[config.mk]
export PLATFORM = sky130hd
export DESIGN_NAME = flash_command_line_parser_unit_flat
export DESIGN_NICKNAME = d
export VERILOG_FILES = /design/src/rtl/fclp_pkg.sv /design/src/rtl/fclp_in_if.sv /design/src/rtl/fclp_out_if.sv /design/src/rtl/fclp_in_stage.sv /design/src/rtl/fclp_decode.sv /design/src/rtl/fclp_out_stage.sv /design/src/rtl/flash_command_line_parser_unit.sv /design/src/flat_wrapper.sv
export SDC_FILE = /design/constraint.sdc
export NUM_CORES = 1
export LEC_CHECK = 0
export ABC_CLOCK_PERIOD_IN_PS = 9400
export BUFFER_PORTS_ARGS = -buffer_cell sky130_fd_sc_hd__buf_2
export CELL_PAD_IN_SITES_DETAIL_PLACEMENT = 1
export CELL_PAD_IN_SITES_GLOBAL_PLACEMENT = 2
export CORE_ASPECT_RATIO = 2
export CORE_MARGIN = 5
export CORE_UTILIZATION = 39
export DETAILED_ROUTE_END_ITERATION = 6
export PLACE_DENSITY = 0.9
export RECOVER_POWER = 50
export SETUP_SLACK_MARGIN = 0.05
export SLEW_MARGIN = 20
export SYNTH_ARGS = -nofsm -noshare
export SYNTH_HDL_FRONTEND = slang
export SYNTH_SLANG_ARGS = --single-unit
[constraint.sdc]
create_clock -name clk_i -period 9.4 [get_ports clk_i]
set_input_delay 1.88 -clock clk_i [delete_from_list [all_inputs] [get_ports clk_i]]
set_output_delay 1.88 -clock clk_i [all_outputs]
set_load 0.02 [all_outputs]
[src/rtl/fclp_pkg.sv]
`default_nettype none

package fclp_pkg;

  localparam int unsigned DataCntW = 11;
  localparam int unsigned SpacesW  = 8;

  localparam logic [DataCntW-1:0] MaxData = DataCntW'(1024);

  localparam logic [7:0] ChSpace = 8'h20;
  localparam logic [7:0] ChZero  = 8'h30;
  localparam logic [7:0] ChW     = 8'h77;
  localparam logic [7:0] ChR     = 8'h72;
  localparam logic [7:0] ChA     = 8'h61;

  localparam logic [SpacesW-1:0] SpacesWrite = SpacesW'(5);
  localparam logic [SpacesW-1:0] SpacesRead  = SpacesW'(4);
  localparam logic [SpacesW-1:0] SpacesOther = SpacesW'(3);

  typedef enum logic [1:0] {
    KIND_DATA  = 2'd0,
    KIND_WRITE = 2'd1,
    KIND_READ  = 2'd2,
    KIND_PHYS  = 2'd3
  } kind_e;

  typedef struct packed {
    kind_e                result_kind;
    logic [7:0]           data_byte;
    logic [15:0]          sector;
    logic [15:0]          byte_offset;
    logic [15:0]          length;
    logic [31:0]          flash_address;
    logic [DataCntW-1:0]  data_count;
  } result_t;

endpackage

`default_nettype wire

[src/rtl/fclp_in_if.sv]
`default_nettype none

interface fclp_in_if;
  logic       valid;
  logic       ready;
  logic [7:0] rx_byte;

  modport source (output valid, output rx_byte, input ready);
  modport sink (input valid, input rx_byte, output ready);
endinterface

`default_nettype wire

[src/rtl/fclp_out_if.sv]
`default_nettype none

interface fclp_out_if;
  logic        valid;
  logic        ready;
  logic [1:0]  result_kind;
  logic [7:0]  data_byte;
  logic [15:0] sector;
  logic [15:0] byte_offset;
  logic [15:0] length;
  logic [31:0] flash_address;
  logic [10:0] data_count;

  modport source (
    output valid, output result_kind, output data_byte, output sector,
    output byte_offset, output length, output flash_address, output data_count,
    input ready
  );
  modport sink (
    input valid, input result_kind, input data_byte, input sector,
    input byte_offset, input length, input flash_address, input data_count,
    output ready
  );
endinterface

`default_nettype wire

[src/rtl/fclp_in_stage.sv]
`default_nettype none

module fclp_in_stage
  import fclp_pkg::*;
(
  input  wire logic  clk_i,
  input  wire logic  rst_ni,
  fclp_in_if.sink    cmd_i,
  input  wire logic  free_i,
  output logic       adv_o,
  output logic [7:0] byte_o
);

  logic       valid_q, valid_d;
  logic [7:0] byte_q;

  assign adv_o       = valid_q & free_i;
  assign cmd_i.ready = ~valid_q | free_i;
  assign byte_o      = byte_q;

  always_comb begin
    valid_d = valid_q;
    if (cmd_i.ready) begin
      valid_d = cmd_i.valid;
    end
  end

  always_ff @(posedge clk_i or negedge rst_ni) begin
    if (!rst_ni) begin
      valid_q <= 1'b0;
    end else begin
      valid_q <= valid_d;
    end
  end

  // hold the beat until the decoder takes it
  always_ff @(posedge clk_i) begin
    if (cmd_i.valid && cmd_i.ready) begin
      byte_q <= cmd_i.rx_byte;
    end
  end

endmodule

`default_nettype wire

[src/rtl/fclp_decode.sv]
`default_nettype none

module fclp_decode
  import fclp_pkg::*;
(
  input  wire logic        clk_i,
  input  wire logic        rst_ni,
  input  wire logic        step_i,
  input  wire logic [7:0]  byte_i,
  output logic             emit_o,
  output result_t          res_o
);

  logic [SpacesW-1:0]  spaces_q, spaces_d;
  logic                seen_q, seen_d;
  logic [7:0]          opcode_q, opcode_d;
  logic [15:0]         sector_q, sector_d;
  logic [15:0]         offset_q, offset_d;
  logic [15:0]         length_q, length_d;
  logic [31:0]         addr_q, addr_d;
  logic [DataCntW-1:0] cnt_q, cnt_d;

  logic [15:0] fold16;
  logic [15:0] digit16;
  logic [31:0] fold32;
  logic [15:0] acc16;

  assign digit16 = {8'h00, byte_i} - {8'h00, ChZero};
  assign fold32  = (addr_q << 3) + (addr_q << 1) + {{16{digit16[15]}}, digit16};

  always_comb begin
    acc16 = 16'h0000;
    if (opcode_q == ChW) begin
      unique case (spaces_q)
        SpacesW'(4): acc16 = sector_q;
        SpacesW'(3): acc16 = offset_q;
        default:     acc16 = length_q;
      endcase
    end else if (opcode_q == ChR) begin
      unique case (spaces_q)
        SpacesW'(3): acc16 = sector_q;
        SpacesW'(2): acc16 = offset_q;
        default:     acc16 = length_q;
      endcase
    end else begin
      acc16 = length_q;
    end
  end

  assign fold16 = (acc16 << 3) + (acc16 << 1) + digit16;

  always_comb begin
    spaces_d = spaces_q;
    seen_d   = seen_q;
    opcode_d = opcode_q;
    sector_d = sector_q;
    offset_d = offset_q;
    length_d = length_q;
    addr_d   = addr_q;
    cnt_d    = cnt_q;
    emit_o   = 1'b0;
    res_o    = '0;

    priority if (byte_i == ChSpace) begin
      spaces_d = spaces_q - SpacesW'(1);
    end else if (!seen_q) begin
      opcode_d = byte_i;
      seen_d   = 1'b1;
      priority if (byte_i == ChW) begin
        spaces_d = SpacesWrite;
      end else if (byte_i == ChR) begin
        spaces_d = SpacesRead;
      end else begin
        spaces_d = SpacesOther;
      end
    end else if (opcode_q == ChW) begin
      priority if (spaces_q == SpacesW'(4)) begin
        sector_d = fold16;
      end else if (spaces_q == SpacesW'(3)) begin
        offset_d = fold16;
      end else if (spaces_q == SpacesW'(2)) begin
        length_d = fold16;
      end else if (spaces_q == SpacesW'(1)) begin
        if (cnt_q < MaxData) begin
          cnt_d = cnt_q + DataCntW'(1);
        end
        emit_o            = 1'b1;
        res_o.result_kind = KIND_DATA;
        res_o.data_byte   = byte_i;
        res_o.data_count  = cnt_d;
      end else begin
        spaces_d = spaces_q;
      end
    end else if (opcode_q == ChR) begin
      priority if (spaces_q == SpacesW'(3)) begin
        sector_d = fold16;
      end else if (spaces_q == SpacesW'(2)) begin
        offset_d = fold16;
      end else if (spaces_q == SpacesW'(1)) begin
        length_d = fold16;
      end else begin
        spaces_d = spaces_q;
      end
    end else if (opcode_q == ChA) begin
      priority if (spaces_q == SpacesW'(2)) begin
        addr_d = fold32;
      end else if (spaces_q == SpacesW'(1)) begin
        length_d = fold16;
      end else begin
        spaces_d = spaces_q;
      end
    end else begin
      spaces_d = spaces_q;
    end

    // count spent: issue a w, r or a command and drop the fields
    if (spaces_d == '0) begin
      priority if (opcode_d == ChW) begin
        emit_o              = 1'b1;
        res_o               = '0;
        res_o.result_kind   = KIND_WRITE;
        res_o.sector        = sector_d;
        res_o.byte_offset   = offset_d;
        res_o.length        = length_d;
        res_o.data_count    = cnt_d;
      end else if (opcode_d == ChR) begin
        emit_o              = 1'b1;
        res_o               = '0;
        res_o.result_kind   = KIND_READ;
        res_o.sector        = sector_d;
        res_o.byte_offset   = offset_d;
        res_o.length        = length_d;
      end else if (opcode_d == ChA) begin
        emit_o              = 1'b1;
        res_o               = '0;
        res_o.result_kind   = KIND_PHYS;
        res_o.length        = length_d;
        res_o.flash_address = addr_d;
      end else begin
        emit_o = 1'b0;
      end
      sector_d = '0;
      offset_d = '0;
      length_d = '0;
      addr_d   = '0;
      cnt_d    = '0;
      seen_d   = 1'b0;
    end
  end

  always_ff @(posedge clk_i or negedge rst_ni) begin
    if (!rst_ni) begin
      spaces_q <= '0;
      seen_q   <= 1'b0;
      opcode_q <= '0;
      sector_q <= '0;
      offset_q <= '0;
      length_q <= '0;
      addr_q   <= '0;
      cnt_q    <= '0;
    end else if (step_i) begin
      spaces_q <= spaces_d;
      seen_q   <= seen_d;
      opcode_q <= opcode_d;
      sector_q <= sector_d;
      offset_q <= offset_d;
      length_q <= length_d;
      addr_q   <= addr_d;
      cnt_q    <= cnt_d;
    end
  end

endmodule

`default_nettype wire

[src/rtl/fclp_out_stage.sv]
`default_nettype none

module fclp_out_stage
  import fclp_pkg::*;
(
  input  wire logic     clk_i,
  input  wire logic     rst_ni,
  input  wire logic     load_i,
  input  wire logic     emit_i,
  input  wire result_t  res_i,
  output logic          free_o,
  fclp_out_if.source    res_o
);

  logic    valid_q, valid_d;
  result_t res_q;

  assign free_o = ~valid_q | res_o.ready;

  always_comb begin
    valid_d = valid_q;
    if (load_i) begin
      valid_d = emit_i;
    end else if (res_o.ready) begin
      valid_d = 1'b0;
    end
  end

  always_ff @(posedge clk_i or negedge rst_ni) begin
    if (!rst_ni) begin
      valid_q <= 1'b0;
    end else begin
      valid_q <= valid_d;
    end
  end

  always_ff @(posedge clk_i) begin
    if (load_i && emit_i) begin
      res_q <= res_i;
    end
  end

  assign res_o.valid         = valid_q;
  assign res_o.result_kind   = res_q.result_kind;
  assign res_o.data_byte     = res_q.data_byte;
  assign res_o.sector        = res_q.sector;
  assign res_o.byte_offset   = res_q.byte_offset;
  assign res_o.length        = res_q.length;
  assign res_o.flash_address = res_q.flash_address;
  assign res_o.data_count    = res_q.data_count;

endmodule

`default_nettype wire

[src/rtl/flash_command_line_parser_unit.sv]
// Channel  Dir  Payload
// cmd_i    in   rx_byte (8)
// res_o    out  result_kind (2), data_byte (8), sector, byte_offset, length (16 each),
//               flash_address (32), data_count (11)
//
// One byte per cycle while the result register is free: a byte is held in the
// input register, is decoded into the parser state and lands in the result register.
// Reset clears the parser state and both valid flags; no clearing pass.
// A stalled result holds the decoder; the input register takes a byte while it
// is empty or the result register is free or being drained in the same cycle.
`default_nettype none

module flash_command_line_parser_unit
  import fclp_pkg::*;
(
  input  wire logic   clk_i,
  input  wire logic   rst_ni,
  fclp_in_if.sink     cmd_i,
  fclp_out_if.source  res_o
);

  logic       free;
  logic       adv;
  logic [7:0] rx_byte;
  logic       emit;
  result_t    res;

  fclp_in_stage u_in (
    .clk_i  (clk_i),
    .rst_ni (rst_ni),
    .cmd_i  (cmd_i),
    .free_i (free),
    .adv_o  (adv),
    .byte_o (rx_byte)
  );

  fclp_decode u_dec (
    .clk_i  (clk_i),
    .rst_ni (rst_ni),
    .step_i (adv),
    .byte_i (rx_byte),
    .emit_o (emit),
    .res_o  (res)
  );

  fclp_out_stage u_out (
    .clk_i  (clk_i),
    .rst_ni (rst_ni),
    .load_i (adv),
    .emit_i (emit),
    .res_i  (res),
    .free_o (free),
    .res_o  (res_o)
  );

endmodule

`default_nettype wire
[src/flat_wrapper.sv]
// flat-port wrapper written by rule: the top's interface ports become plain ports
module flash_command_line_parser_unit_flat import fclp_pkg::*;
  (clk_i, rst_ni, cmd_i_valid, cmd_i_rx_byte, cmd_i_ready, res_o_valid, res_o_result_kind, res_o_data_byte, res_o_sector, res_o_byte_offset, res_o_length, res_o_flash_address, res_o_data_count, res_o_ready);
  fclp_in_if cmd_i_i ();
  fclp_out_if res_o_i ();
  input  wire logic clk_i;
  input  wire logic rst_ni;
  input wire logic [$bits(cmd_i_i.valid)-1:0] cmd_i_valid;
  input wire logic [$bits(cmd_i_i.rx_byte)-1:0] cmd_i_rx_byte;
  output wire logic [$bits(cmd_i_i.ready)-1:0] cmd_i_ready;
  output wire logic [$bits(res_o_i.valid)-1:0] res_o_valid;
  output wire logic [$bits(res_o_i.result_kind)-1:0] res_o_result_kind;
  output wire logic [$bits(res_o_i.data_byte)-1:0] res_o_data_byte;
  output wire logic [$bits(res_o_i.sector)-1:0] res_o_sector;
  output wire logic [$bits(res_o_i.byte_offset)-1:0] res_o_byte_offset;
  output wire logic [$bits(res_o_i.length)-1:0] res_o_length;
  output wire logic [$bits(res_o_i.flash_address)-1:0] res_o_flash_address;
  output wire logic [$bits(res_o_i.data_count)-1:0] res_o_data_count;
  input wire logic [$bits(res_o_i.ready)-1:0] res_o_ready;
  assign cmd_i_i.valid = cmd_i_valid;
  assign cmd_i_i.rx_byte = cmd_i_rx_byte;
  assign cmd_i_ready = cmd_i_i.ready;
  assign res_o_valid = res_o_i.valid;
  assign res_o_result_kind = res_o_i.result_kind;
  assign res_o_data_byte = res_o_i.data_byte;
  assign res_o_sector = res_o_i.sector;
  assign res_o_byte_offset = res_o_i.byte_offset;
  assign res_o_length = res_o_i.length;
  assign res_o_flash_address = res_o_i.flash_address;
  assign res_o_data_count = res_o_i.data_count;
  assign res_o_i.ready = res_o_ready;
  flash_command_line_parser_unit u_core (.clk_i(clk_i), .rst_ni(rst_ni), .cmd_i(cmd_i_i), .res_o(res_o_i));
endmodule
After elaboration in Yosys (flattened, before gate mapping)
Cells that the tools add are included.
- add/sub/neg operators: 7
- order comparisons: 1
- equal/unequal tests: 14
- multiplexer cells: 87
- bitwise operators: 7
- reductions and logical operators: 6
- operators with widths (kind ; number):
    2-to-1 mux 16 bit ; 28
    2-to-1 mux 101 bit ; 4
    2-to-1 mux 32 bit ; 7
    2-to-1 mux 11 bit ; 16
    2-to-1 mux 8 bit ; 11
    adder 32 bit ; 2
    == test 8 x 7 -> 1 bit (second input constant) ; 8
    one-hot mux 15 bit (2 select lines) ; 2
    adder 16 bit ; 2
    2-to-1 mux 15 bit ; 2
    == test 8 x 2 -> 1 bit (second input constant) ; 2
    2-to-1 mux 1 bit ; 15
    adder 11 x 1 -> 11 bit (second input constant) ; 1
    < comparator 11 bit (second input constant) ; 1
    subtractor 8 x 6 -> 9 bit (second input constant) ; 1
    == test 8 x 1 -> 1 bit (second input constant) ; 1
    == test 8 x 3 -> 1 bit (second input constant) ; 1
    == test 8 x 6 -> 1 bit (second input constant) ; 1
    logical NOT 8 bit ; 1
    subtractor 8 x 1 -> 8 bit (second input constant) ; 1
    2-to-1 mux 3 bit ; 2
    NOT 1 bit ; 4
    OR reduction 4 bit ; 1
    logical AND 1 bit ; 2
    5 further kinds ; 6
- register bits: 219
- bits of input ports: 12
- word-level logic and storage cells: 140

Logic depth before layout (Yosys ltp)
Gate-level depths: netlist of the first run.
- depth in word-level cells: 17
- depth in mapped cells: 22

Hierarchy
Synthesis of the first run repeated with hierarchy kept, for this count alone.
- cell total of the unflattened synthesis: 1337
- area, all modules: 13434.1 um^2
- modules (own cells, without submodules) (module ; times used ; cells each ; area an instance (um^2) ; seq. area each (um^2)):
    fclp_decode ; 1 ; 1219 ; 10045.9 ; 2702.6
    fclp_out_stage ; 1 ; 105 ; 3088.0 ; 3057.9
    fclp_in_stage ; 1 ; 13 ; 300.3 ; 265.3

Worst setup path before layout of the first run
No wires, ideal clock.
- path type: flip-flop to flip-flop
- start: register u_core.u_in.byte_q[4] (netlist: u_core.u_in.byte_o[4])
- end: register u_core.u_out.res_q (netlist bit u_core.u_out.res_o.byte_offset[0]), enable pin
- arrival time: 7812 ps
- required time: 8806 ps
- setup slack: 994 ps
- cell stages (with the launch flop): 13
- path through: edfxtp_1 > inv_1 > ha_1 > or4b_1 > buf_2 > o31a_1 > o32ai_1 > o2111ai_1 > nor4_4 > and2b_2 > o21ai_2 > buf_2 > a21oi_1
- longest elaborated chain between the ends: 8
- elaborated cells between the ends (all ways): 19
- classes of those cells: eq/ne: 6; mux: 11; reduce/logical: 2
- ends and longest elaborated chain (what ; RTL line ; RTL):
    from (decl) ; fclp_in_stage.sv:15 ; logic [7:0] byte_q;
    from (signal assigned) ; fclp_in_stage.sv:39 ; byte_q <= cmd_i.rx_byte;
    == test 8 x 6 -> 1 bit, or another cell as far along ; fclp_decode.sv:64 ; priority if (byte_i == ChSpace) begin
    2-to-1 mux 8 bit / 2-to-1 mux 3 bit (equally long branches) ; fclp_decode.sv:64, fclp_decode.sv:71 ;
    == test 8 x 7 -> 1 bit / 2-to-1 mux 3 bit (equally long branches) ; fclp_decode.sv:133, fclp_decode.sv:69 ;
    2-to-1 mux 1 bit / 2-to-1 mux 8 bit (equally long branches) ; fclp_decode.sv:133, fclp_decode.sv:66 ;
    2-to-1 mux 1 bit / 2-to-1 mux 8 bit (equally long branches) ; fclp_decode.sv:126, fclp_decode.sv:64 ;
    2-to-1 mux 1 bit / logical NOT 8 bit (equally long branches) ; fclp_decode.sv:118, fclp_decode.sv:117 ;
    2-to-1 mux 1 bit (*) ; fclp_decode.sv:117 ; if (spaces_d == '0) begin
    logical AND 1 bit (*) ; fclp_out_stage.sv:38 ; if (load_i && emit_i) begin
    to (signal assigned) ; fclp_out_stage.sv:39 ; res_q <= res_i;
    to (decl) ; fclp_out_stage.sv:16 ; result_t res_q;
Every way passes the cells marked *; elsewhere a longest branch is shown, timed or not.
A chain may end at the register's enable or synchronous reset.

Worst setup path after layout of the first run
- start: register u_core.u_in.byte_q[4] (netlist: u_core.u_in.byte_o[4])
- end: register u_core.u_out.res_q (netlist bit u_core.u_out.res_o.data_count[10]), enable pin
The elaborated chain is that of the path after synthesis.

==> qor.yml, run 1 <==
routed_via_density: 5.93
tightest_slew_ns: 2.93
syn_area_um2: 13200
cp-start-kind: "register"
final_cell_mix: "nand2_1 (245), a21oi_1 (127), clkbuf_1 (122), dfrtp_1 (110), edfxtp_1 (109)"
power_leakage_uw: 0.00584
hold_buffers: 0
detail_route.wl_per_cell_um: 24.6
ios: 115
antenna_found_initial: 0
clkSinkCount: 219
worstSetupPathType: "reg -> reg"
rows: 95
ant_nets: 0
grt_pass1_vias: 12199
violations: "max-capacitance violations, max-slew violations"
syn_to_final_growth_pct: 12.3
route.detailed.drc: 0
root_buffer: "clkbuf_16"
clock_latency_ns: 0.54
critical_path.slowest_cell: "nor4_1"
hold_violations: 0
clk_path_buf_depth: 3
place_congestion: 0.923
overflow: 0
relSlewSlack: -0.957
antenna_cells: 0
utilization: 0.443
cts_tree: "yes"
avgSynthCellArea_um2: 9.86
finalCritPeriodShare: 0.620
ys_async_sr_fraction: 0.502
status: "finished with violations"
track_usage: 0.241
portBuffers: 114
setup_viol: 0
final_common_cell: "nand2_1"
period_needed_ns: 5.83
syn_inst: 1340
cp_common_cell: "buf_4"
cp_num_buf_inv: 4
cts-resized-gates: 0
initial_core_util: 0.394
synth-edff-count: 109
cts_setup_buffers: 0
yosysWarnings: 0
fmax_ghz: 0.172
grt_pass1_wl_um: 70700
dp_hpwl_um: 35100
powerDensity_nw_per_um2: 170
grt_max_degree: 71
fill_cells: 3927
cpPeakStageDelay_ns: 0.73
die_h_um: 270
routed_wl_um: 46500
synth_cell_types: 76
finalSetupTns_ns: 0
maxCapViolations: 4
cts_max_level: 1
ys_seq_area_frac: 0.456
end_kind: "register"
arrival_ns: 5.99
cp.required_ns: 9.56
synthFlopType: "dfrtp_1"
die_w_um: 140
hold_class: "reg -> reg"
numCtsBuffers: 22
fin_worst_skew_ns: 0.0178
ir_worst_vdd_mv: 0.132
synthesis.nets: 1448
rsz0062_at_grt: "no"
layout.nets: 1548
core_area_um2: 33500
first_pass_iters: 5
path_cells: "inv_1 > ha_1 > or4b_1 > o31a_1 > o32ai_1 > o2111ai_1 > nor4_1 > clkbuf_1 > and2b_1 > o21ai_2 > buf_4 > a21oi_4 > buf_4"
clk_pin_slew_ns: 0.07
ys_ff_latch: 219
dieArea_um2: 37900
slew_viol_final: 109
routed-via-count: 11220
cp_max_fo: 70
cp_top_family: "buffers and inverters"
drive_above_1_share: 0.0666
first_iter_violations: 487
[final timing paths]
kind	slack (ns)	endpoint	cells after the start	from
max	3.57	u_core.u_out.res_o.data_count[10]	13	u_core.u_in.byte_o[4]
min	0.49	u_core.u_dec.addr_q[31]	2	u_core.u_dec.addr_q[31]
max reg2reg	3.57	u_core.u_out.res_o.data_count[10]	13	u_core.u_in.byte_o[4]
min reg2reg	0.49	u_core.u_dec.addr_q[31]	2	u_core.u_dec.addr_q[31]
max in group asynchronous	4.97	u_core.u_dec.addr_q[2]	2	rst_ni
min in group asynchronous	2.30	u_core.u_dec.length_q[4]	1	rst_ni
[layout make-up]
type | count | area (um^2) | area share
sequential | 219 | 6030 | 0.406
timing repair buffer | 143 | 623 | 0.0420
clock buffer | 29 | 623 | 0.0420
multi-input combinational | 1020 | 6800 | 0.458
tap | 436 | 546 | 0.0367
inverter | 34 | 128 | 0.00859
clock inverter | 11 | 106 | 0.00716
[sequential cells by signal, summed over array words and instances, names as in the netlist, 11 cells and up]
| name | cells |
|---|---|
| u_core.u_out.res_o.byte_offset | 16 |
| u_core.u_dec.length_q | 16 |
| u_core.u_out.res_o.sector | 16 |
| u_core.u_out.res_o.length | 16 |
| u_core.u_dec.addr_q | 32 |
| u_core.u_dec.offset_q | 16 |
| u_core.u_out.res_o.data_count | 11 |
| u_core.u_out.res_o.flash_address | 32 |
| u_core.u_dec.sector_q | 16 |
| u_core.u_dec.cnt_q | 11 |
[metrics by stage]
step / instance area (um^2) / hold slack [ns] / std cells / setup slack (ns) / power [uW]
after floorplan: 13200 / 0.449 / 1340 / 0.994 / 1420
after global placement: 14300 / 0.463 / 1852 / 3.97 / 1610
after detailed placement: 14300 / 0.474 / 1852 / 3.82 / 1620
after CTS: 15000 / 0.493 / 1892 / 3.79 / 2540
after global routing: 14800 / 0.508 / 1892 / 3.22 / 2620
final: 14800 / 0.495 / 1892 / 3.57 / 2520
[cells by family after synthesis]
| group | synth area share |
|---|---|
| buffers and inverters | 0.0314 |
| and+or+nand+nor | 0.157 |
| AOI/OAI and AO/OA | 0.194 |
| muxes | 0.0124 |
| xor gates and xnor gates | 0.0345 |
| DFF | 0.456 |
| adders and majority gates | 0.115 |
[Yosys cell counts, types with 4 or more instances]
master	count	area (um^2)
o21ai_0	90	450
ha_1	54	676
a211oi_2	5	62.6
or3_1	9	56.3
a22o_1	46	403
o211ai_1	7	52.6
nor2_1	74	278
nor3_1	23	115
a22oi_1	22	165
a21oi_1	128	641
nand2_1	245	920
inv_1	34	128
o31ai_1	11	82.6
and3_1	17	106
a21o_1	9	67.6
edfxtp_1	109	3270
clkbuf_1	44	165
o21ai_2	4	35.0
nand2b_1	13	81.3
a31oi_1	12	75.1
xor2_1	18	158
xnor2_1	34	298
mux2i_1	4	40.0
nand3_1	19	95.1
fa_1	42	841
nor2b_1	6	37.5
o21ai_1	7	35.0
nand4_1	8	50.1
and2_1	9	56.3
a211oi_1	20	150
nor4_1	5	31.3
o21a_1	5	37.5
buf_2	19	95.1
dfrtp_1	110	2750
or2_2	6	37.5
mux2_2	11	124
[per-layer routing]
layer | routed length (um) | vias to the layer above | global-route usage
met5 | 0 | - | 0
met1 | 15300 | 5690 | 0.229
met4 | 3670 | 0 | 0.154
li1 | - | 5048 | -
met3 | 1420 | 142 | 0.0193
met2 | 26100 | 340 | 0.478
[worst min-delay path, delay by kind of cell (launching register included)]
family	cells	cell delay [ns]
compound gates	1	0.06
flops	1	0.35
simple gates	1	0.05
[power by group]
part / switching [uW] / internal (uW) / leakage (uW)
sequential: 60.7 / 1040 / 0.00272
clock: 409 / 503 / 0.000358
combinational: 351 / 160 / 0.00276
total: 821 / 1700 / 0.00584
Note: power is estimated with default switching activity, not from simulation.
==> run 2: changes to the inputs <==
- ABC_CLOCK_PERIOD_IN_PS: 9400 -> 5500
- clock period: 9.4 -> 5.5 ns (I/O delays scaled with it)
==> run 2 against run 1 <==
Net effect: the flow still finishes with violations (max-capacitance violations, max-slew violations); non-clock buffer count increased by 20; worst setup slack got worse by 3.3 ns; largest power group unchanged; global-route usage decreased by 0.48 points; sequential cell count unchanged; combinational power increased by 82%; cell area increased by 0.72%; die area unchanged; via count about the same; count of clock-buffer cells in the layout decreased by 4; total power increased by 69%; sequential share of layout area decreased by 0.29 points.
==> qor.yml, run 2 (same netlist as run 1, synthesis figures left out) <==
layout.nets: 1567
grt_pass1_vias: 12121
period_needed_ns: 5.21
final_common_cell: "nand2_1"
dp_hpwl_um: 34900
place_congestion: 0.964
first_iter_violations: 564
worstSetupPathType: "reg -> reg"
fin_worst_skew_ns: 0.0102
rrSetupSlack_ns: 0.29
design_area_um2: 15000
power.internal_uw: 2900
detail_route.wl_per_cell_um: 23.8
cp_max_fo: 32
utilization: 0.446
portBuffers: 114
cpPeakStageDelay_ns: 0.64
core_area_um2: 33500
pwr-share-clk: 0.342
drive_above_1_share: 0.0794
combPwrFrac: 0.218
cts_max_level: 1
critical_path.slowest_cell: "or4b_1"
tightest_slew_ns: 2.19
violations: "max-capacitance violations, max-slew violations"
hold_buffers: 0
whs_endpoint: "u_core.u_dec.sector_q[15]"
antenna_found_initial: 0
setup_viol: 0
ios: 115
powerDensity_nw_per_um2: 286
clkSinkCount: 219
die_h_um: 270
relSlewSlack: -0.461
p_sw_uw: 1370
arrival_ns: 5.51
grt_max_degree: 81
grt_pass1_wl_um: 69600
dp.cells: 1872
routed_wl_um: 45500
r2r-start: "u_core.u_in.byte_o[4]"
ant_nets: 0
cts-resized-gates: 0
rows: 95
power_leakage_uw: 0.00591
clk_pin_slew_ns: 0.07
track_usage: 0.236
slew_viol_final: 67
clock_latency_ns: 0.53
routed_via_density: 5.87
hold_violations: 0
dieArea_um2: 37900
fmax_ghz: 0.192
ir_worst_vdd_mv: 0.213
syn_to_final_growth_pct: 13.1
sw_frac_of_total: 0.320
root_buffer: "clkbuf_16"
cts_setup_buffers: 0
cts_tree: "yes"
r2r_end: "u_core.u_out.res_o.flash_address[31]"
path_cells: "clkbuf_1 > inv_1 > ha_1 > or4b_1 > o21ai_0 > clkbuf_1 > o21ai_0 > a32o_1 > nor4_1 > and2b_2 > nand2_2 > a211oi_1"
maxCapViolations: 2
overflow: 0
numCtsBuffers: 21
initial_core_util: 0.394
rsz0062_at_grt: "yes"
total_power_uw: 4270
finalCritPeriodShare: 0.948
hold_path_depth: 2
fill_cells: 3899
placed_area_um2: 14500
end_kind: "register"
seq_power_share: 0.440
final_cell_mix: "nand2_1 (245), a21oi_1 (127), clkbuf_1 (117), dfrtp_1 (110), edfxtp_1 (109)"
status: "finished with violations"
cp.required_ns: 5.80
antenna_cells: 0
cp-start-kind: "register"
route.detailed.drc: 0
ff2ff_path_depth: 12
finalSetupTns_ns: 0
hold_class: "reg -> reg"
die_w_um: 140
first_pass_iters: 5
final-instance-count-excl-fill: 1910
hp-start: "u_core.u_dec.sector_q[15]"
clk_path_buf_depth: 3
routed-via-count: 11212
-- run 2: power by group through the flow --
stage / Clock [uW] / Sequential, uW / Combinational (uW)
after global routing: 1570 / 1890 / 1000
final: 1460 / 1880 / 932
after floorplan: 0 / 1860 / 565
after global placement: 0 / 1900 / 902
after CTS: 1500 / 1870 / 933
after detailed placement: 0 / 1910 / 926
-- run 2: critical path, delay by kind of cell, from the launching register on --
family | cells | cell delay [ns]
AO/OA/AOI/OAI | 4 | 1.21
AND/OR/NAND/NOR | 4 | 2.04
buffers and inverters | 3 | 1.07
adder cells (fa/ha/maj) | 1 | 0.18
flip-flops | 1 | 0.47
-- run 2: worst max path at each step --
stage	startpoint	endpoint	slack [ns]	cells past startpoint
global route	u_core.u_dec.spaces_q[2]	u_core.u_out.res_o.byte_offset[13]	-0.01	16
finish	u_core.u_in.byte_o[4]	u_core.u_out.res_o.flash_address[31]	0.29	12
floorplan	u_core.u_in.byte_o[4]	u_core.u_out.res_o.flash_address[29]	0.14	13
CTS	u_core.u_dec.spaces_q[2]	u_core.u_out.res_o.byte_offset[13]	0.43	16
detailed placement	u_core.u_dec.spaces_q[2]	u_core.u_out.res_o.byte_offset[13]	0.46	16
global placement	u_core.u_dec.spaces_q[4]	u_core.u_out.res_o.sector[15]	0.54	17
-- run 2: layer usage --
metal  global-route usage  wire [um]  vias up
li1                     -          -     5094
met1                0.226      14800     5666
met2                0.455      25200      303
met3               0.0245       1560      149
met4                0.165       3890        0
met5                    0          0        -
-- run 2: metrics by stage --
step,hold WS (ns),setup WS [ns]
global route,0.518,-0.0115
floorplan,0.449,0.144
global placement,0.463,0.544
CTS,0.492,0.427
finish,0.488,0.288
detailed placement,0.475,0.456
-- run 2: cell type report --
type	count	area (um^2)	share of cell area
Clock buffer	25	551	0.0368
Clock inverter	13	121	0.00811
Inverter	34	128	0.00853
Multi-Input combinational cell	1020	6800	0.455
Sequential cell	219	6030	0.403
Tap cell	436	546	0.0365
Timing Repair Buffer	163	786	0.0525
==> run 3: changes to the inputs <==
- CORE_ASPECT_RATIO: 2 -> 0.8
==> run 3 against run 2 <==
Net effect: the flow still finishes with violations (max-capacitance violations, max-slew violations); worst hold slack worse by 0.00080 ns; via count down 0.50%; sequential cell count stayed put; routed wire length fell by 6.2%; critical endpoint is now u_core.u_out.res_o.byte_offset[15]; largest cell class unchanged; highest routed layer unchanged.
==> qor.yml, run 3 (same netlist as run 1, synthesis figures left out) <==
total_power_uw: 4550
rrSetupSlack_ns: 0.34
dieArea_um2: 37700
worstSetupPathType: "reg -> reg"
grt_max_degree: 76
r2r-start: "u_core.u_dec.spaces_q[0]"
pwr-share-clk: 0.401
rsz0062_at_grt: "yes"
violations: "max-capacitance violations, max-slew violations"
final_common_cell: "nand2_1"
tightest_slew_ns: 4.27
routed_wl_um: 42700
root_buffer: "clkbuf_16"
initial_core_util: 0.394
slew_viol_final: 76
clk_pin_slew_ns: 0.07
power_leakage_uw: 0.00596
clk_path_buf_depth: 3
cts_max_level: 1
antenna_found_initial: 1
die_h_um: 175
combPwrFrac: 0.186
power.internal_uw: 3150
setup_viol: 0
fmax_ghz: 0.194
routed_via_density: 5.87
cts_tree: "yes"
numCtsBuffers: 26
ant_nets: 0
critical_path.slowest_cell: "and3_1"
finalSetupTns_ns: 0
r2r_end: "u_core.u_out.res_o.byte_offset[15]"
detail_route.wl_per_cell_um: 22.5
hold_path_depth: 2
first_iter_violations: 768
cp.required_ns: 5.75
grt_pass1_vias: 11524
layout.nets: 1554
hold_class: "reg -> reg"
p_sw_uw: 1400
routed-via-count: 11156
cpPeakStageDelay_ns: 0.54
arrival_ns: 5.41
clkSinkCount: 219
maxCapViolations: 1
relSlewSlack: -1.85
route.detailed.drc: 0
portBuffers: 114
die_w_um: 216
hp-start: "u_core.u_dec.length_q[15]"
seq_power_share: 0.413
cts_setup_buffers: 0
rows: 60
ios: 115
track_usage: 0.220
final_cell_mix: "nand2_1 (245), a21oi_1 (127), clkbuf_1 (116), dfrtp_1 (110), edfxtp_1 (109)"
place_congestion: 0.901
core_area_um2: 33600
ff2ff_path_depth: 18
sw_frac_of_total: 0.307
syn_to_final_growth_pct: 14.2
clock_latency_ns: 0.55
fin_worst_skew_ns: 0.0192
dp_hpwl_um: 30700
whs_endpoint: "u_core.u_dec.length_q[15]"
utilization: 0.450
drive_above_1_share: 0.0798
antenna_cells: 0
design_area_um2: 15100
end_kind: "register"
cp-start-kind: "register"
ir_worst_vdd_mv: 0.222
placed_area_um2: 14300
finalCritPeriodShare: 0.939
overflow: 0
hold_violations: 0
first_pass_iters: 5
cp_max_fo: 14
status: "finished with violations"
grt_pass1_wl_um: 67000
period_needed_ns: 5.16
path_cells: "inv_1 > ha_1 > and3_1 > a22oi_1 > nor2_1 > a211oi_1 > a31oi_1 > fa_1 > ha_1 > a211o_1 > o211ai_1 > a21oi_1 > nor4_1 > o31ai_1 > a21o_1 > a21oi_1 > xnor2_2 > a211oi_1"
powerDensity_nw_per_um2: 301
## run 3: changes by cell type in the layout (fill, tap and decap cells not counted), sizes merged
cell / delta
inv: +1
bufinv: +1
clkinv: -6
clkbuf: +9
buf: -13
## run 3: how the worst max path moves through the flow
stage / to / from / depth (start not counted)
2_1_floorplan: u_core.u_out.res_o.flash_address[29] / u_core.u_in.byte_o[4] / 13
4_1_cts: u_core.u_out.res_o.byte_offset[15] / u_core.u_dec.spaces_q[2] / 17
5_1_grt: u_core.u_out.res_o.byte_offset[15] / u_core.u_dec.spaces_q[0] / 18
6_report: u_core.u_out.res_o.byte_offset[15] / u_core.u_dec.spaces_q[0] / 18
3_5_place_dp: u_core.u_out.res_o.byte_offset[15] / u_core.u_dec.spaces_q[2] / 17
3_3_place_gp: u_core.u_out.res_o.sector[15] / u_core.u_dec.spaces_q[0] / 18
## run 3: per-stage QoR
stage | hold slack [ns] | std cells | worst slack [ns]
2_1_floorplan | 0.449 | 1340 | 0.144
3_3_place_gp | 0.463 | 1852 | 0.544
3_5_place_dp | 0.475 | 1852 | 0.351
4_1_cts | 0.490 | 1900 | 0.323
5_1_grt | 0.530 | 1900 | 0.0279
6_report | 0.487 | 1900 | 0.335
## run 3: routing by layer
layer,wire length (um),GRT usage,up-vias
met2,18100,0.328,397
li1,-,-,5077
met1,20200,0.327,5625
met5,0,0,-
met4,838,0.0435,0
met3,3500,0.0568,57
## run 3: power by group through the flow
stage	sequential (uW)	combinational, uW	clock, uW
floorplan	1860	565	0
global placement	1900	790	0
detailed placement	1910	821	0
CTS	1870	827	1860
global route	1890	925	1930
finish	1880	846	1820
## run 3: timing repair
action / in CTS / in global routing
gates resized for setup: 0 / 4
hold buffers: 0 / 0
endpoints found under the setup margin: 0 / 7
## run 3: cell type report
type,instances,area [um^2]
clock buffer,39,761
fill,3815,18500
multi-input combinational,1020,6830
tap,434,543
clock inverter,9,134
timing repair buffer,145,668
sequential,219,6030
inverter,34,128
## run 3: worst max-delay path: cells and delay by family (launching register included)
family | cells | cell delay (ns)
xor+xnor | 1 | 0.23
simple gates | 3 | 0.94
compound gates | 10 | 1.88
buf+inv | 1 | 0.16
fa+ha+maj | 3 | 1.17
flops | 1 | 0.47
